### config.mk
export PLATFORM = sky130hd
export DESIGN_NAME = websocket_frame_decoder
export DESIGN_NICKNAME = d
export VERILOG_FILES = /design/src/rtl/core/wsfd_pkg.sv /design/src/rtl/core/wsfd_parser.sv /design/src/rtl/core/websocket_frame_decoder.sv
export SDC_FILE = /design/constraint.sdc
export NUM_CORES = 1
export LEC_CHECK = 0
export BUFFER_PORTS_ARGS = -buffer_cell sky130_fd_sc_hd__buf_2
export CORE_MARGIN = 2
export CORE_UTILIZATION = 30
export CTS_BUF_LIST = sky130_fd_sc_hd__clkbuf_16
export DETAILED_ROUTE_END_ITERATION = 8
export GPL_TIMING_DRIVEN = 0
export PLACE_DENSITY = 0.57
export SLEW_MARGIN = 5
export SYNTH_ARGS = -nofsm -noshare
export SYNTH_HDL_FRONTEND = slang
export SYNTH_SLANG_ARGS = --single-unit
### constraint.sdc
create_clock -name clk -period 4 [get_ports clk]
set_input_delay 0.2 -clock clk [delete_from_list [all_inputs] [get_ports clk]]
set_output_delay 0.2 -clock clk [all_outputs]
set_load 0.05 [all_outputs]
### src/rtl/core/wsfd_pkg.sv
package wsfd_pkg;

	// Header parsing steps, one-hot.
	typedef enum logic [5:0] {
		ST_FIRST   = 6'b000001,
		ST_LEN     = 6'b000010,
		ST_EXT16   = 6'b000100,
		ST_EXT64   = 6'b001000,
		ST_MASK    = 6'b010000,
		ST_PAYLOAD = 6'b100000
	} step_t;

	// Result kinds.
	localparam logic [2:0] KIND_DATA    = 3'd0;
	localparam logic [2:0] KIND_EMPTY   = 3'd1;
	localparam logic [2:0] KIND_STRAY   = 3'd2;
	localparam logic [2:0] KIND_BAD_LEN = 3'd3;
	localparam logic [2:0] KIND_UNKNOWN = 3'd4;
	localparam logic [2:0] KIND_ABANDON = 3'd5;

	// Message types.
	localparam logic [1:0] MSG_TEXT   = 2'd0;
	localparam logic [1:0] MSG_BINARY = 2'd1;
	localparam logic [1:0] MSG_CLOSE  = 2'd2;
	localparam logic [1:0] MSG_PING   = 2'd3;

	// Frame opcodes.
	localparam logic [3:0] OP_CONT   = 4'h0;
	localparam logic [3:0] OP_TEXT   = 4'h1;
	localparam logic [3:0] OP_BINARY = 4'h2;
	localparam logic [3:0] OP_CLOSE  = 4'h8;
	localparam logic [3:0] OP_PING   = 4'h9;
	localparam logic [3:0] OP_PONG   = 4'hA;

	// Seven-bit length codes that announce an extended length.
	localparam logic [6:0] LEN7_EXT16 = 7'd126;
	localparam logic [6:0] LEN7_EXT64 = 7'd127;

	// Header byte counts, as the value of the counter on the last byte.
	localparam logic [2:0] CNT_EXT16_LAST = 3'd1;
	localparam logic [2:0] CNT_EXT64_LAST = 3'd7;
	localparam logic [2:0] CNT_MASK_LAST  = 3'd3;

	// One result item.
	typedef struct packed {
		logic [2:0] kind;
		logic [1:0] msg_type;
		logic [7:0] data_byte;
		logic       last;
	} result_t;

endpackage

### src/rtl/core/wsfd_parser.sv
module wsfd_parser
	import wsfd_pkg::*;
#(
	parameter int LEN_BITS = 63
) (
	input  logic       clk,
	input  logic       arst_n,
	input  logic       in_fire,
	input  logic [7:0] rx_byte,
	output logic       res_valid,
	output result_t    res
);

	step_t               step_q, step_d;
	logic                fin_q, fin_d;
	logic [3:0]          op_q, op_d;
	logic                masked_q, masked_d;
	logic [LEN_BITS-1:0] remain_q, remain_d;
	logic [31:0]         key_q, key_d;
	logic [1:0]          midx_q, midx_d;
	logic                frag_valid_q, frag_valid_d;
	logic [1:0]          frag_type_q, frag_type_d;
	logic [2:0]          cnt_q, cnt_d;
	logic [LEN_BITS-1:0] acc_q, acc_d;
	logic                high_q, high_d;

	logic [LEN_BITS-1:0] len_val;
	logic                do_len;
	logic                do_finish;
	logic                empty;
	logic                done;
	logic                high_n;
	logic [7:0]          key_byte;
	logic [7:0]          plain_byte;
	logic [15:0]         acc16;

	// Key byte for the current payload position; the first key byte sits on top.
	always_comb begin
		case (midx_q)
			2'd0:    key_byte = key_q[31:24];
			2'd1:    key_byte = key_q[23:16];
			2'd2:    key_byte = key_q[15:8];
			default: key_byte = key_q[7:0];
		endcase
	end

	assign plain_byte = masked_q ? (rx_byte ^ key_byte) : rx_byte;
	assign acc16      = {acc_q[7:0], rx_byte};
	assign high_n     = high_q | (|acc_q[LEN_BITS-1 -: 8]);

	// Next state and result for the byte at the input.
	always_comb begin
		step_d       = step_q;
		fin_d        = fin_q;
		op_d         = op_q;
		masked_d     = masked_q;
		remain_d     = remain_q;
		key_d        = key_q;
		midx_d       = midx_q;
		frag_valid_d = frag_valid_q;
		frag_type_d  = frag_type_q;
		cnt_d        = cnt_q;
		acc_d        = acc_q;
		high_d       = high_q;
		res_valid    = 1'b0;
		res          = '0;
		len_val      = '0;
		do_len       = 1'b0;
		do_finish    = 1'b0;
		done         = 1'b0;

		case (step_q)
			ST_FIRST: begin
				fin_d  = rx_byte[7];
				op_d   = rx_byte[3:0];
				step_d = ST_LEN;
			end
			ST_LEN: begin
				masked_d = rx_byte[7];
				cnt_d    = '0;
				acc_d    = '0;
				high_d   = 1'b0;
				if (rx_byte[6:0] == LEN7_EXT16) begin
					step_d = ST_EXT16;
				end else if (rx_byte[6:0] == LEN7_EXT64) begin
					step_d = ST_EXT64;
				end else begin
					len_val = LEN_BITS'(rx_byte[6:0]);
					do_len  = 1'b1;
				end
			end
			ST_EXT16: begin
				acc_d = LEN_BITS'(acc16);
				cnt_d = cnt_q + 3'd1;
				if (cnt_q == CNT_EXT16_LAST) begin
					len_val = LEN_BITS'(acc16);
					do_len  = 1'b1;
				end
			end
			ST_EXT64: begin
				acc_d  = {acc_q[LEN_BITS-9:0], rx_byte};
				high_d = high_n;
				cnt_d  = cnt_q + 3'd1;
				if (cnt_q == CNT_EXT64_LAST) begin
					if (high_n) begin
						step_d    = ST_FIRST;
						res_valid = 1'b1;
						res.kind  = KIND_BAD_LEN;
					end else begin
						len_val = {acc_q[LEN_BITS-9:0], rx_byte};
						do_len  = 1'b1;
					end
				end
			end
			ST_MASK: begin
				key_d = {key_q[23:0], rx_byte};
				cnt_d = cnt_q + 3'd1;
				if (cnt_q == CNT_MASK_LAST) begin
					len_val   = remain_q;
					do_finish = 1'b1;
				end
			end
			ST_PAYLOAD: begin
				midx_d = midx_q + 2'd1;
				if (remain_q != '0) begin
					remain_d = remain_q - LEN_BITS'(1);
				end
				done = (remain_d == '0);
				if (done) begin
					step_d = ST_FIRST;
				end
				res.data_byte = plain_byte;
				res.kind      = KIND_DATA;
				if (op_q == OP_CONT) begin
					if (frag_valid_q) begin
						res_valid    = 1'b1;
						res.msg_type = frag_type_q;
						res.last     = done & fin_q;
						if (done && fin_q) begin
							frag_valid_d = 1'b0;
							frag_type_d  = MSG_TEXT;
						end
					end
				end else if (op_q == OP_TEXT || op_q == OP_BINARY) begin
					res_valid    = 1'b1;
					res.msg_type = (op_q == OP_TEXT) ? MSG_TEXT : MSG_BINARY;
					res.last     = done & fin_q;
				end else if (op_q == OP_CLOSE || op_q == OP_PING) begin
					res_valid    = 1'b1;
					res.msg_type = (op_q == OP_CLOSE) ? MSG_CLOSE : MSG_PING;
					res.last     = done;
				end
				if (!res_valid) begin
					res.data_byte = '0;
				end
			end
			default: begin
				step_d = ST_FIRST;
			end
		endcase

		// The length is known: collect the mask key or finish the header.
		if (do_len) begin
			remain_d = len_val;
			if (masked_d) begin
				step_d = ST_MASK;
				cnt_d  = '0;
				key_d  = '0;
			end else begin
				do_finish = 1'b1;
			end
		end

		// Header complete: decide on the frame and the open fragment.
		empty = (len_val == '0);
		if (do_finish) begin
			if (op_q == OP_CONT) begin
				if (!frag_valid_q) begin
					res_valid = 1'b1;
					res.kind  = KIND_STRAY;
				end else if (empty && fin_q) begin
					res_valid    = 1'b1;
					res.kind     = KIND_EMPTY;
					res.msg_type = frag_type_q;
					res.last     = 1'b1;
					frag_valid_d = 1'b0;
					frag_type_d  = MSG_TEXT;
				end
			end else if (op_q == OP_TEXT || op_q == OP_BINARY) begin
				if (!fin_q) begin
					if (frag_valid_q) begin
						res_valid    = 1'b1;
						res.kind     = KIND_ABANDON;
						res.msg_type = frag_type_q;
					end
					frag_valid_d = 1'b1;
					frag_type_d  = (op_q == OP_TEXT) ? MSG_TEXT : MSG_BINARY;
				end else if (empty) begin
					res_valid    = 1'b1;
					res.kind     = KIND_EMPTY;
					res.msg_type = (op_q == OP_TEXT) ? MSG_TEXT : MSG_BINARY;
					res.last     = 1'b1;
				end
			end else if (op_q == OP_CLOSE || op_q == OP_PING) begin
				if (empty) begin
					res_valid    = 1'b1;
					res.kind     = KIND_EMPTY;
					res.msg_type = (op_q == OP_CLOSE) ? MSG_CLOSE : MSG_PING;
					res.last     = 1'b1;
				end
			end else if (op_q != OP_PONG) begin
				res_valid = 1'b1;
				res.kind  = KIND_UNKNOWN;
			end
			midx_d = '0;
			step_d = empty ? ST_FIRST : ST_PAYLOAD;
		end
	end

	// Decoder state, updated on each accepted item.
	always_ff @(posedge clk or negedge arst_n) begin
		if (!arst_n) begin
			step_q       <= ST_FIRST;
			fin_q        <= 1'b0;
			op_q         <= OP_CONT;
			masked_q     <= 1'b0;
			remain_q     <= '0;
			key_q        <= '0;
			midx_q       <= '0;
			frag_valid_q <= 1'b0;
			frag_type_q  <= MSG_TEXT;
			cnt_q        <= '0;
			acc_q        <= '0;
			high_q       <= 1'b0;
		end else if (in_fire) begin
			step_q       <= step_d;
			fin_q        <= fin_d;
			op_q         <= op_d;
			masked_q     <= masked_d;
			remain_q     <= remain_d;
			key_q        <= key_d;
			midx_q       <= midx_d;
			frag_valid_q <= frag_valid_d;
			frag_type_q  <= frag_type_d;
			cnt_q        <= cnt_d;
			acc_q        <= acc_d;
			high_q       <= high_d;
		end
	end

endmodule

### src/rtl/core/websocket_frame_decoder.sv
// Streaming frame decoder, one received byte per accepted item.
// A result item is computed combinationally from the accepted byte and registered in the output stage.
// Throughput: one byte per cycle while in_ready is high; the parser state updates in a single pass.
// A two-entry output stage holds result items while out_ready is low; input
// stalls only while both entries hold an item.
// Reset clears the parser state and empties the output stage; no clearing pass.
module websocket_frame_decoder
	import wsfd_pkg::*;
#(
	parameter int LEN_BITS = 63
) (
	input  logic       clk,
	input  logic       arst_n,
	input  logic       in_valid,
	output logic       in_ready,
	input  logic [7:0] rx_byte,
	output logic       out_valid,
	input  logic       out_ready,
	output logic [2:0] kind,
	output logic [1:0] msg_type,
	output logic [7:0] data_byte,
	output logic       last
);

	logic    in_fire;
	logic    out_fire;
	logic    res_valid;
	result_t res;
	logic    out_valid_q;
	result_t out_q;
	logic    skid_valid_q;
	result_t skid_q;

	assign in_ready = !skid_valid_q;
	assign in_fire  = in_valid & in_ready;
	assign out_fire = out_valid_q & out_ready;

	wsfd_parser #(
		.LEN_BITS(LEN_BITS)
	) u_parser (
		.clk      (clk),
		.arst_n   (arst_n),
		.in_fire  (in_fire),
		.rx_byte  (rx_byte),
		.res_valid(res_valid),
		.res      (res)
	);

	// Output register with a skid entry behind it.
	always_ff @(posedge clk or negedge arst_n) begin
		if (!arst_n) begin
			out_valid_q  <= 1'b0;
			skid_valid_q <= 1'b0;
		end else if (skid_valid_q) begin
			if (out_fire) begin
				out_valid_q  <= 1'b1;
				skid_valid_q <= 1'b0;
			end
		end else if (in_fire && res_valid) begin
			if (!out_valid_q || out_fire) begin
				out_valid_q <= 1'b1;
			end else begin
				skid_valid_q <= 1'b1;
			end
		end else if (out_fire) begin
			out_valid_q <= 1'b0;
		end
	end

	// Payload of the output stage.
	always_ff @(posedge clk) begin
		if (skid_valid_q) begin
			if (out_fire) begin
				out_q <= skid_q;
			end
		end else if (in_fire && res_valid) begin
			if (!out_valid_q || out_fire) begin
				out_q <= res;
			end else begin
				skid_q <= res;
			end
		end
	end

	assign out_valid = out_valid_q;
	assign kind      = out_q.kind;
	assign msg_type  = out_q.msg_type;
	assign data_byte = out_q.data_byte;
	assign last      = out_q.last;

endmodule
* Word-level counts from Yosys, hierarchy flattened *
Cells that the tools add are included.

storage, ports and cells
  flip-flop bits (word level) = 209
  output and inout port bits = 16

cells by class
  reductions and logical operators = 31
  add/sub/neg operators = 3
  equality and inequality tests = 20
  mux-type cells = 131
  bitwise gates (word level) = 7

operators by type and width
  cell                                                number
  2-to-1 mux 63 bit                                   8
  one-hot mux 63 bit (4 select lines)                 1
  one-hot mux 63 bit (3 select lines)                 1
  logical NOT 63 bit                                  2
  2-to-1 mux 32 bit                                   3
  nonzero test 63 bit                                 1
  subtractor 63 x 1 -> 63 bit, second input constant  1
  2-to-1 mux 1 bit                                    60
  2-to-1 mux 14 bit                                   4
  2-to-1 mux 6 bit                                    9
  2-to-1 mux 5 bit                                    8
  2-to-1 mux 2 bit                                    19
  one-hot mux 6 bit (5 select lines)                  1
  one-hot mux 8 bit (3 select lines)                  1
  2-to-1 mux 3 bit                                    7
  2-to-1 mux 16 bit                                   1
  2-to-1 mux 8 bit                                    2
  equality test 7 bit, second input constant          2
  nonzero test 2 bit                                  6
  2-to-1 mux 11 bit                                   1
  AND reduction 2 bit                                 5
  AND reduction 3 bit                                 3
  equality test 4 bit, second input constant          2
  OR reduction 8 bit                                  1
  34 further kinds                                    43

* Depth between registers and ports, before layout *
  word-level depth = 16
  mapped depth = 14

* By module *
Synthesis repeated with hierarchy kept, for this count alone.

unflattened totals
  cell total of the unflattened synthesis = 1441
  area, all modules = 12612.1 µm²

modules (own cells, without submodules)
  module                   cells an instance  area each (µm²)  instances
  wsfd_parser              1383               11397.2          1
  websocket_frame_decoder  58                 1214.9           1

* Worst setup path before layout *
No wires, ideal clock.

  path type = flip-flop to flip-flop
  start point = reg u_parser.remain_q[41]
  end point = reg out_q (netlist bit data_byte[0]) (enable)
  required time = 3.610 ns
  arrival = 3.460 ns
  slack = 0.150 ns
  stages on the path, launching flop included = 12
  cells stage by stage = dfrtp_1 > buf_6 > or4_4 > or3_1 > nand4b_1 > o41ai_1 > nand4_1 > nor2_1 > o21ai_0 > a31oi_1 > a21oi_1 > a21oi_1

between the ends
  longest elaborated chain between the ends = 11

ends and longest elaborated chain
  item                                                          line                                                        source
  from (decl)                                                   wsfd_parser.sv:18                                           logic [LEN_BITS-1:0] remain_q, remain_d;
  from (signal assigned)                                        wsfd_parser.sv:240                                          remain_q <= remain_d;
  2-to-1 mux 63 bit *                                           wsfd_parser.sv:118                                          if (cnt_q == CNT_MASK_LAST) begin
  one-hot mux 63 bit (4 select lines) *                         wsfd_parser.sv:72                                           case (step_q)
  logical NOT 63 bit *                                          wsfd_parser.sv:175                                          empty = (len_val == '0);
  2-to-1 mux 1 bit / logical AND 1 bit (equally long branches)  wsfd_parser.sv:198, wsfd_parser.sv:205, wsfd_parser.sv:181
  2-to-1 mux 1 bit (on tied branches)                           wsfd_parser.sv:204, wsfd_parser.sv:181, wsfd_parser.sv:190
  2-to-1 mux 1 bit (on tied branches)                           wsfd_parser.sv:189, wsfd_parser.sv:178
  2-to-1 mux 1 bit *                                            wsfd_parser.sv:177                                          if (op_q == OP_CONT) begin
  2-to-1 mux 1 bit *                                            wsfd_parser.sv:176                                          if (do_finish) begin
  logical AND 1 bit *                                           websocket_frame_decoder.sv:76                               end else if (in_fire && res_valid) begin
  nonzero test 2 bit (no source line) *                         -
  AND reduction 3 bit (no source line) *                        -
  to (signal assigned)                                          websocket_frame_decoder.sv:74                               out_q <= skid_q;
  to (signal assigned)                                          websocket_frame_decoder.sv:78                               out_q <= res;
  to (decl)                                                     websocket_frame_decoder.sv:30                               result_t out_q;

Every way passes the cells marked *; elsewhere a longest branch is shown, timed or not.
A chain may end at the register's enable or synchronous reset.

* Final worst setup path *
  start point = reg u_parser.remain_q[11]
  end point = reg u_parser.frag_type_q[1]

between the ends
  longest elaborated chain between the ends = 13

ends and longest elaborated chain
  item                                                                       line                                    source
  subtractor 63 x 1 -> 63 bit / nonzero test 63 bit (equally long branches)  wsfd_parser.sv:126, wsfd_parser.sv:125
  2-to-1 mux 63 bit                                                          wsfd_parser.sv:125                      if (remain_q != '0) begin
  2-to-1 mux 63 bit                                                          wsfd_parser.sv:72
  logical NOT 63 bit                                                         wsfd_parser.sv:128                      done = (remain_d == '0);
  logical AND 1 bit                                                          wsfd_parser.sv:139                      if (done && fin_q) begin
  2-to-1 mux 2 bit                                                           wsfd_parser.sv:139
  2-to-1 mux 2 bit                                                           wsfd_parser.sv:135                      if (frag_valid_q) begin
  2-to-1 mux 2 bit                                                           wsfd_parser.sv:134                      if (op_q == OP_CONT) begin
  2-to-1 mux 2 bit                                                           wsfd_parser.sv:72
  2-to-1 mux 2 bit (on tied branches)                                        wsfd_parser.sv:190, wsfd_parser.sv:181
  2-to-1 mux 2 bit (on tied branches)                                        wsfd_parser.sv:189, wsfd_parser.sv:178
  2-to-1 mux 2 bit                                                           wsfd_parser.sv:177
  2-to-1 mux 2 bit *                                                         wsfd_parser.sv:176
  to (signal assigned)                                                       wsfd_parser.sv:244                      frag_type_q <= frag_type_d;
  to (decl)                                                                  wsfd_parser.sv:22                       logic [1:0] frag_type_q, frag_type_d;

Every way passes the cells marked *; elsewhere a longest branch is shown, timed or not. The select of a mux whose other input is x is not followed.

==> results.cfg <==
[status]
status = finished with violations
violations = setup timing

[timing]
timing.hold.ws_ns = 0.0618
finalSetupViolCount = 3
fmax_mhz = 247
fin_tns_setup_ns = -0.117
final.min_clock_period_ns = 4.05
relSlewSlack_pct = 31.7
fin_crit_sh_pct = 101
slew_violations = 0
worstMarginPinSlew_ns = 1.02
fin_ws_ns = -0.0529
finalHoldViolCount = 0
rsz0062_at_grt = true
finalClockSkew_ns = 0.0237

[clock_network]
clk_pin_slew_ns = 0.06
clockBufferDepth = 3
numCtsBuffers = 25
root_buffer = clkbuf_16
cts_sinks = 209
cts-htree-levels = 1
clk_latency_ns = 0.57
tritoncts = done

[worst_setup_path]
rr_endpoint = u_parser.frag_type_q[1]
crit_chain = or4_4 -> buf_6 -> or4_4 -> buf_6 -> nor4_4 -> nand2_4 -> xnor2_2 -> a2111o_1 -> nor4_4 -> nand4_4 -> a2111oi_4 -> nor3b_1
reg2reg_depth = 12
cp-end-kind = register
cp_max_fo = 7
cp_slowest_cell = or4_4
critPathRequiredTime_ns = 4.45
r2r-start = u_parser.remain_q[11]
start_kind = register
crit_cells = 12
timing.critical_path.buf_inv = 2
crit_family = simple AND/OR/NAND/NOR gates
max_stage_delay_ns = 0.56
crit_arrival_ns = 4.50
critical_path_class = register to register
ff2ff_setup_slack_ns = -0.05

[yosys]
synth_flop_cell = dfrtp_1
syn_nets = 1406
synth.area.top_cells = dfrtp_1 (38%), edfxtp_1 (7.0%), nand2_1 (6.3%), o21ai_0 (5.6%), a22o_1 (3.6%)
synth_xor_area_share_pct = 2.05
synth-simple-area-share_pct = 25.1
synth_top_area_share_pct = 37.7
synthMuxAreaShare_pct = 1.29
syn_area_um2 = 12000
synth_edf_count = 28
synth-seq-cells = 209
synth_area_leader_cell = dfrtp_1
syn_area_per_cell_um2 = 8.64
synthCells = 1384
synth-compound-area-share_pct = 21.1
synthArstFlopShare_pct = 86.6
yosysWarnings = 0
synth_top_family_by_area = simple AND/OR/NAND/NOR gates
synth_fa_ha_area_share_pct = 1.13
yosysUniqueCellTypes = 80
ys_seq_area_share_pct = 44.9

[pwr]
p_leak_nw = 5.91
switching_share_pct = 43.0
pwr-share-seq_pct = 31.6
p_switching_mw = 3.86
clock_power_share_pct = 26.3
power_density_nw_per_um2 = 620
p_int_mw = 5.12
peakVddDrop_mv = 0.329
pwr-share-comb_pct = 42.1

[min_path]
min-delay-start = rx_byte[2]
hold_depth = 2
hold_path.class = primary input to register
min_to = u_parser.acc_q[2]

[global_route]
grt_busiest_layer = met2
grt_usage_pct = 23.0
grt_first_pass_wirelength_um = 72700
grt_remaining_overflow = 0
use_met2_pct = 34.5
grt_pass1_vias = 11300
met3_usage_pct = 4.46
grt_use_met1_pct = 32.2
antenna_found_initial = 0
grt_max_degree = 99

[floorplanning]
die_y_um = 204
row_count = 73
ios = 28
start_util_pct = 30.2
core_um2 = 39500
die_area_um2 = 41500
die_w_um = 204

[cells_and_area]
nets = 1503
layout_commonest_cell = nand2_1
synthToLayoutAreaGrowth_pct = 21.1
nFillCells = 3992
antenna_cells = 0
final_area_um2 = 14500
final_layout_size_suffix_gt1_share_pct = 14.6
fin_util_pct = 36.6
final_cell_mix = nand2_1 (200), dfrtp_1 (177), o21ai_0 (133)

[place]
dp.final_hpwl_um = 34000
placed_cell_area_um2 = 12800
numPortBuffers = 26
place.gp.congestion = 1.00
place_ws_ns = -1.22

[detailed_routing]
totalWireLength_um = 48600
vias_per_cell = 6.00
wire_per_inst_um = 24.0
drt_iter0_markers = 1328
remaining_drc_errors = 0
postRouteAntennaNets = 0
drt-pass1-iter-count = 6
vias = 12100

[flow_run]
max_cap_violations = 0
==> state kept, by name (all words and copies together) (netlist names), 2 cells and up <==
signal and cells:
u_parser.op_q 4, data_byte 8, u_parser.step_q 6, u_parser.acc_q 63, skid_q 14, msg_type 2
u_parser.midx_q 2, u_parser.cnt_q 3, u_parser.key_q 32, u_parser.remain_q 63, u_parser.frag_type_q 2, kind 3
==> power by group through the flow <==
stage | registers, mW | logic, mW | clock network, mW
2_1_floorplan | 2.77 | 2.09 | 0
3_3_place_gp | 2.78 | 3.20 | 0
3_5_place_dp | 2.79 | 3.19 | 0
4_1_cts | 2.78 | 3.46 | 2.40
5_1_grt | 2.88 | 4.02 | 2.49
6_report | 2.84 | 3.78 | 2.37
==> synthesized netlist by cell type, types with 4 or more instances <==
master,instances
nand3b_1,4
ha_1,10
mux2_2,11
a21oi_1,74
nor3b_1,4
o21ai_0,134
or2_2,4
and2_1,5
nand3_1,71
nor4_1,51
a21o_1,4
dfrtp_1,180
or4_4,4
edfxtp_1,28
or4_1,17
and3_1,8
a211oi_1,7
xor2_1,16
nand4_1,23
a221oi_1,4
a32oi_1,11
nor3_1,49
a31oi_1,8
buf_6,4
inv_1,26
nand4b_1,4
o21ai_1,7
a22o_1,49
nor2b_1,6
o31ai_1,16
or3_1,19
a222oi_1,8
xnor2_1,12
nand2_1,202
nor2_1,107
a22oi_1,20
buf_2,5
clkbuf_1,90
buf_1,4
nor4b_1,4
nand2b_1,6
o22ai_1,10
==> worst register-to-register path, cell delays in order, from the launching register on <==
cell	delay, ns
dfrtp_2	0.46
or4_4	0.55
buf_6	0.15
or4_4	0.56
buf_6	0.16
nor4_4	0.31
nand2_4	0.10
xnor2_2	0.16
a2111o_1	0.45
nor4_4	0.38
nand4_4	0.21
a2111oi_4	0.35
nor3b_1	0.09
==> timing repair <==
| action | in CTS | in global routing |
|---|---|---|
| gates resized for setup | 68 | 38 |
| endpoints found under the setup margin | 89 | 85 |
| setup buffers | 25 | 25 |
| pin swaps | 13 | 21 |
| hold buffers | 2 | 0 |
| endpoints found under the hold margin | 85 | 0 |
==> metal layers <==
metal  vias up  share of wire [%]  wire, um
met5         -                  0         0
met3       139                9.9      4790
met4         0                4.4      2150
met2       694                 44     21200
met1      5980                 42     20500
li1       5319                  -         -
==> area by class of cell <==
type	instances	area (um2)	share of cell area [%]
Buffer	95	417	2.88
Timing Repair Buffer	79	588	4.06
Sequential cell	209	5380	37.1
Tap cell	525	657	4.53
Multi-Input combinational cell	1044	6520	45.0
Clock inverter	19	203	1.40
Clock buffer	25	626	4.32
Inverter	27	104	0.717
==> per-stage QoR <==
stage,cells,power [mW]
final,2023,8.98
after global routing,2023,9.38
after CTS,2005,8.63
after detailed placement,1936,5.98
after global placement,1935,5.98
after floorplan,1384,4.87
==> cells by family after synthesis <==
kind of cell / Yosys count
muxes: 14
xor gates and xnor gates: 28
and+or+nand+nor: 604
AOI/OAI and AO/OA: 387
DFF: 209
adders and majority gates: 11
buffers and inverters: 131
==> worst max-delay path by stage <==
| stage | startpoint | end |
|---|---|---|
| 6_report | u_parser.remain_q[11] | u_parser.frag_type_q[1] |
| 3_5_place_dp | u_parser.remain_q[3] | last |
| 4_1_cts | u_parser.remain_q[18] | last |
| 3_3_place_gp | u_parser.remain_q[3] | last |
| 2_1_floorplan | u_parser.remain_q[41] | data_byte[0] |
| 5_1_grt | u_parser.remain_q[11] | u_parser.frag_type_q[1] |
Note: power is estimated with default switching activity, not from simulation.
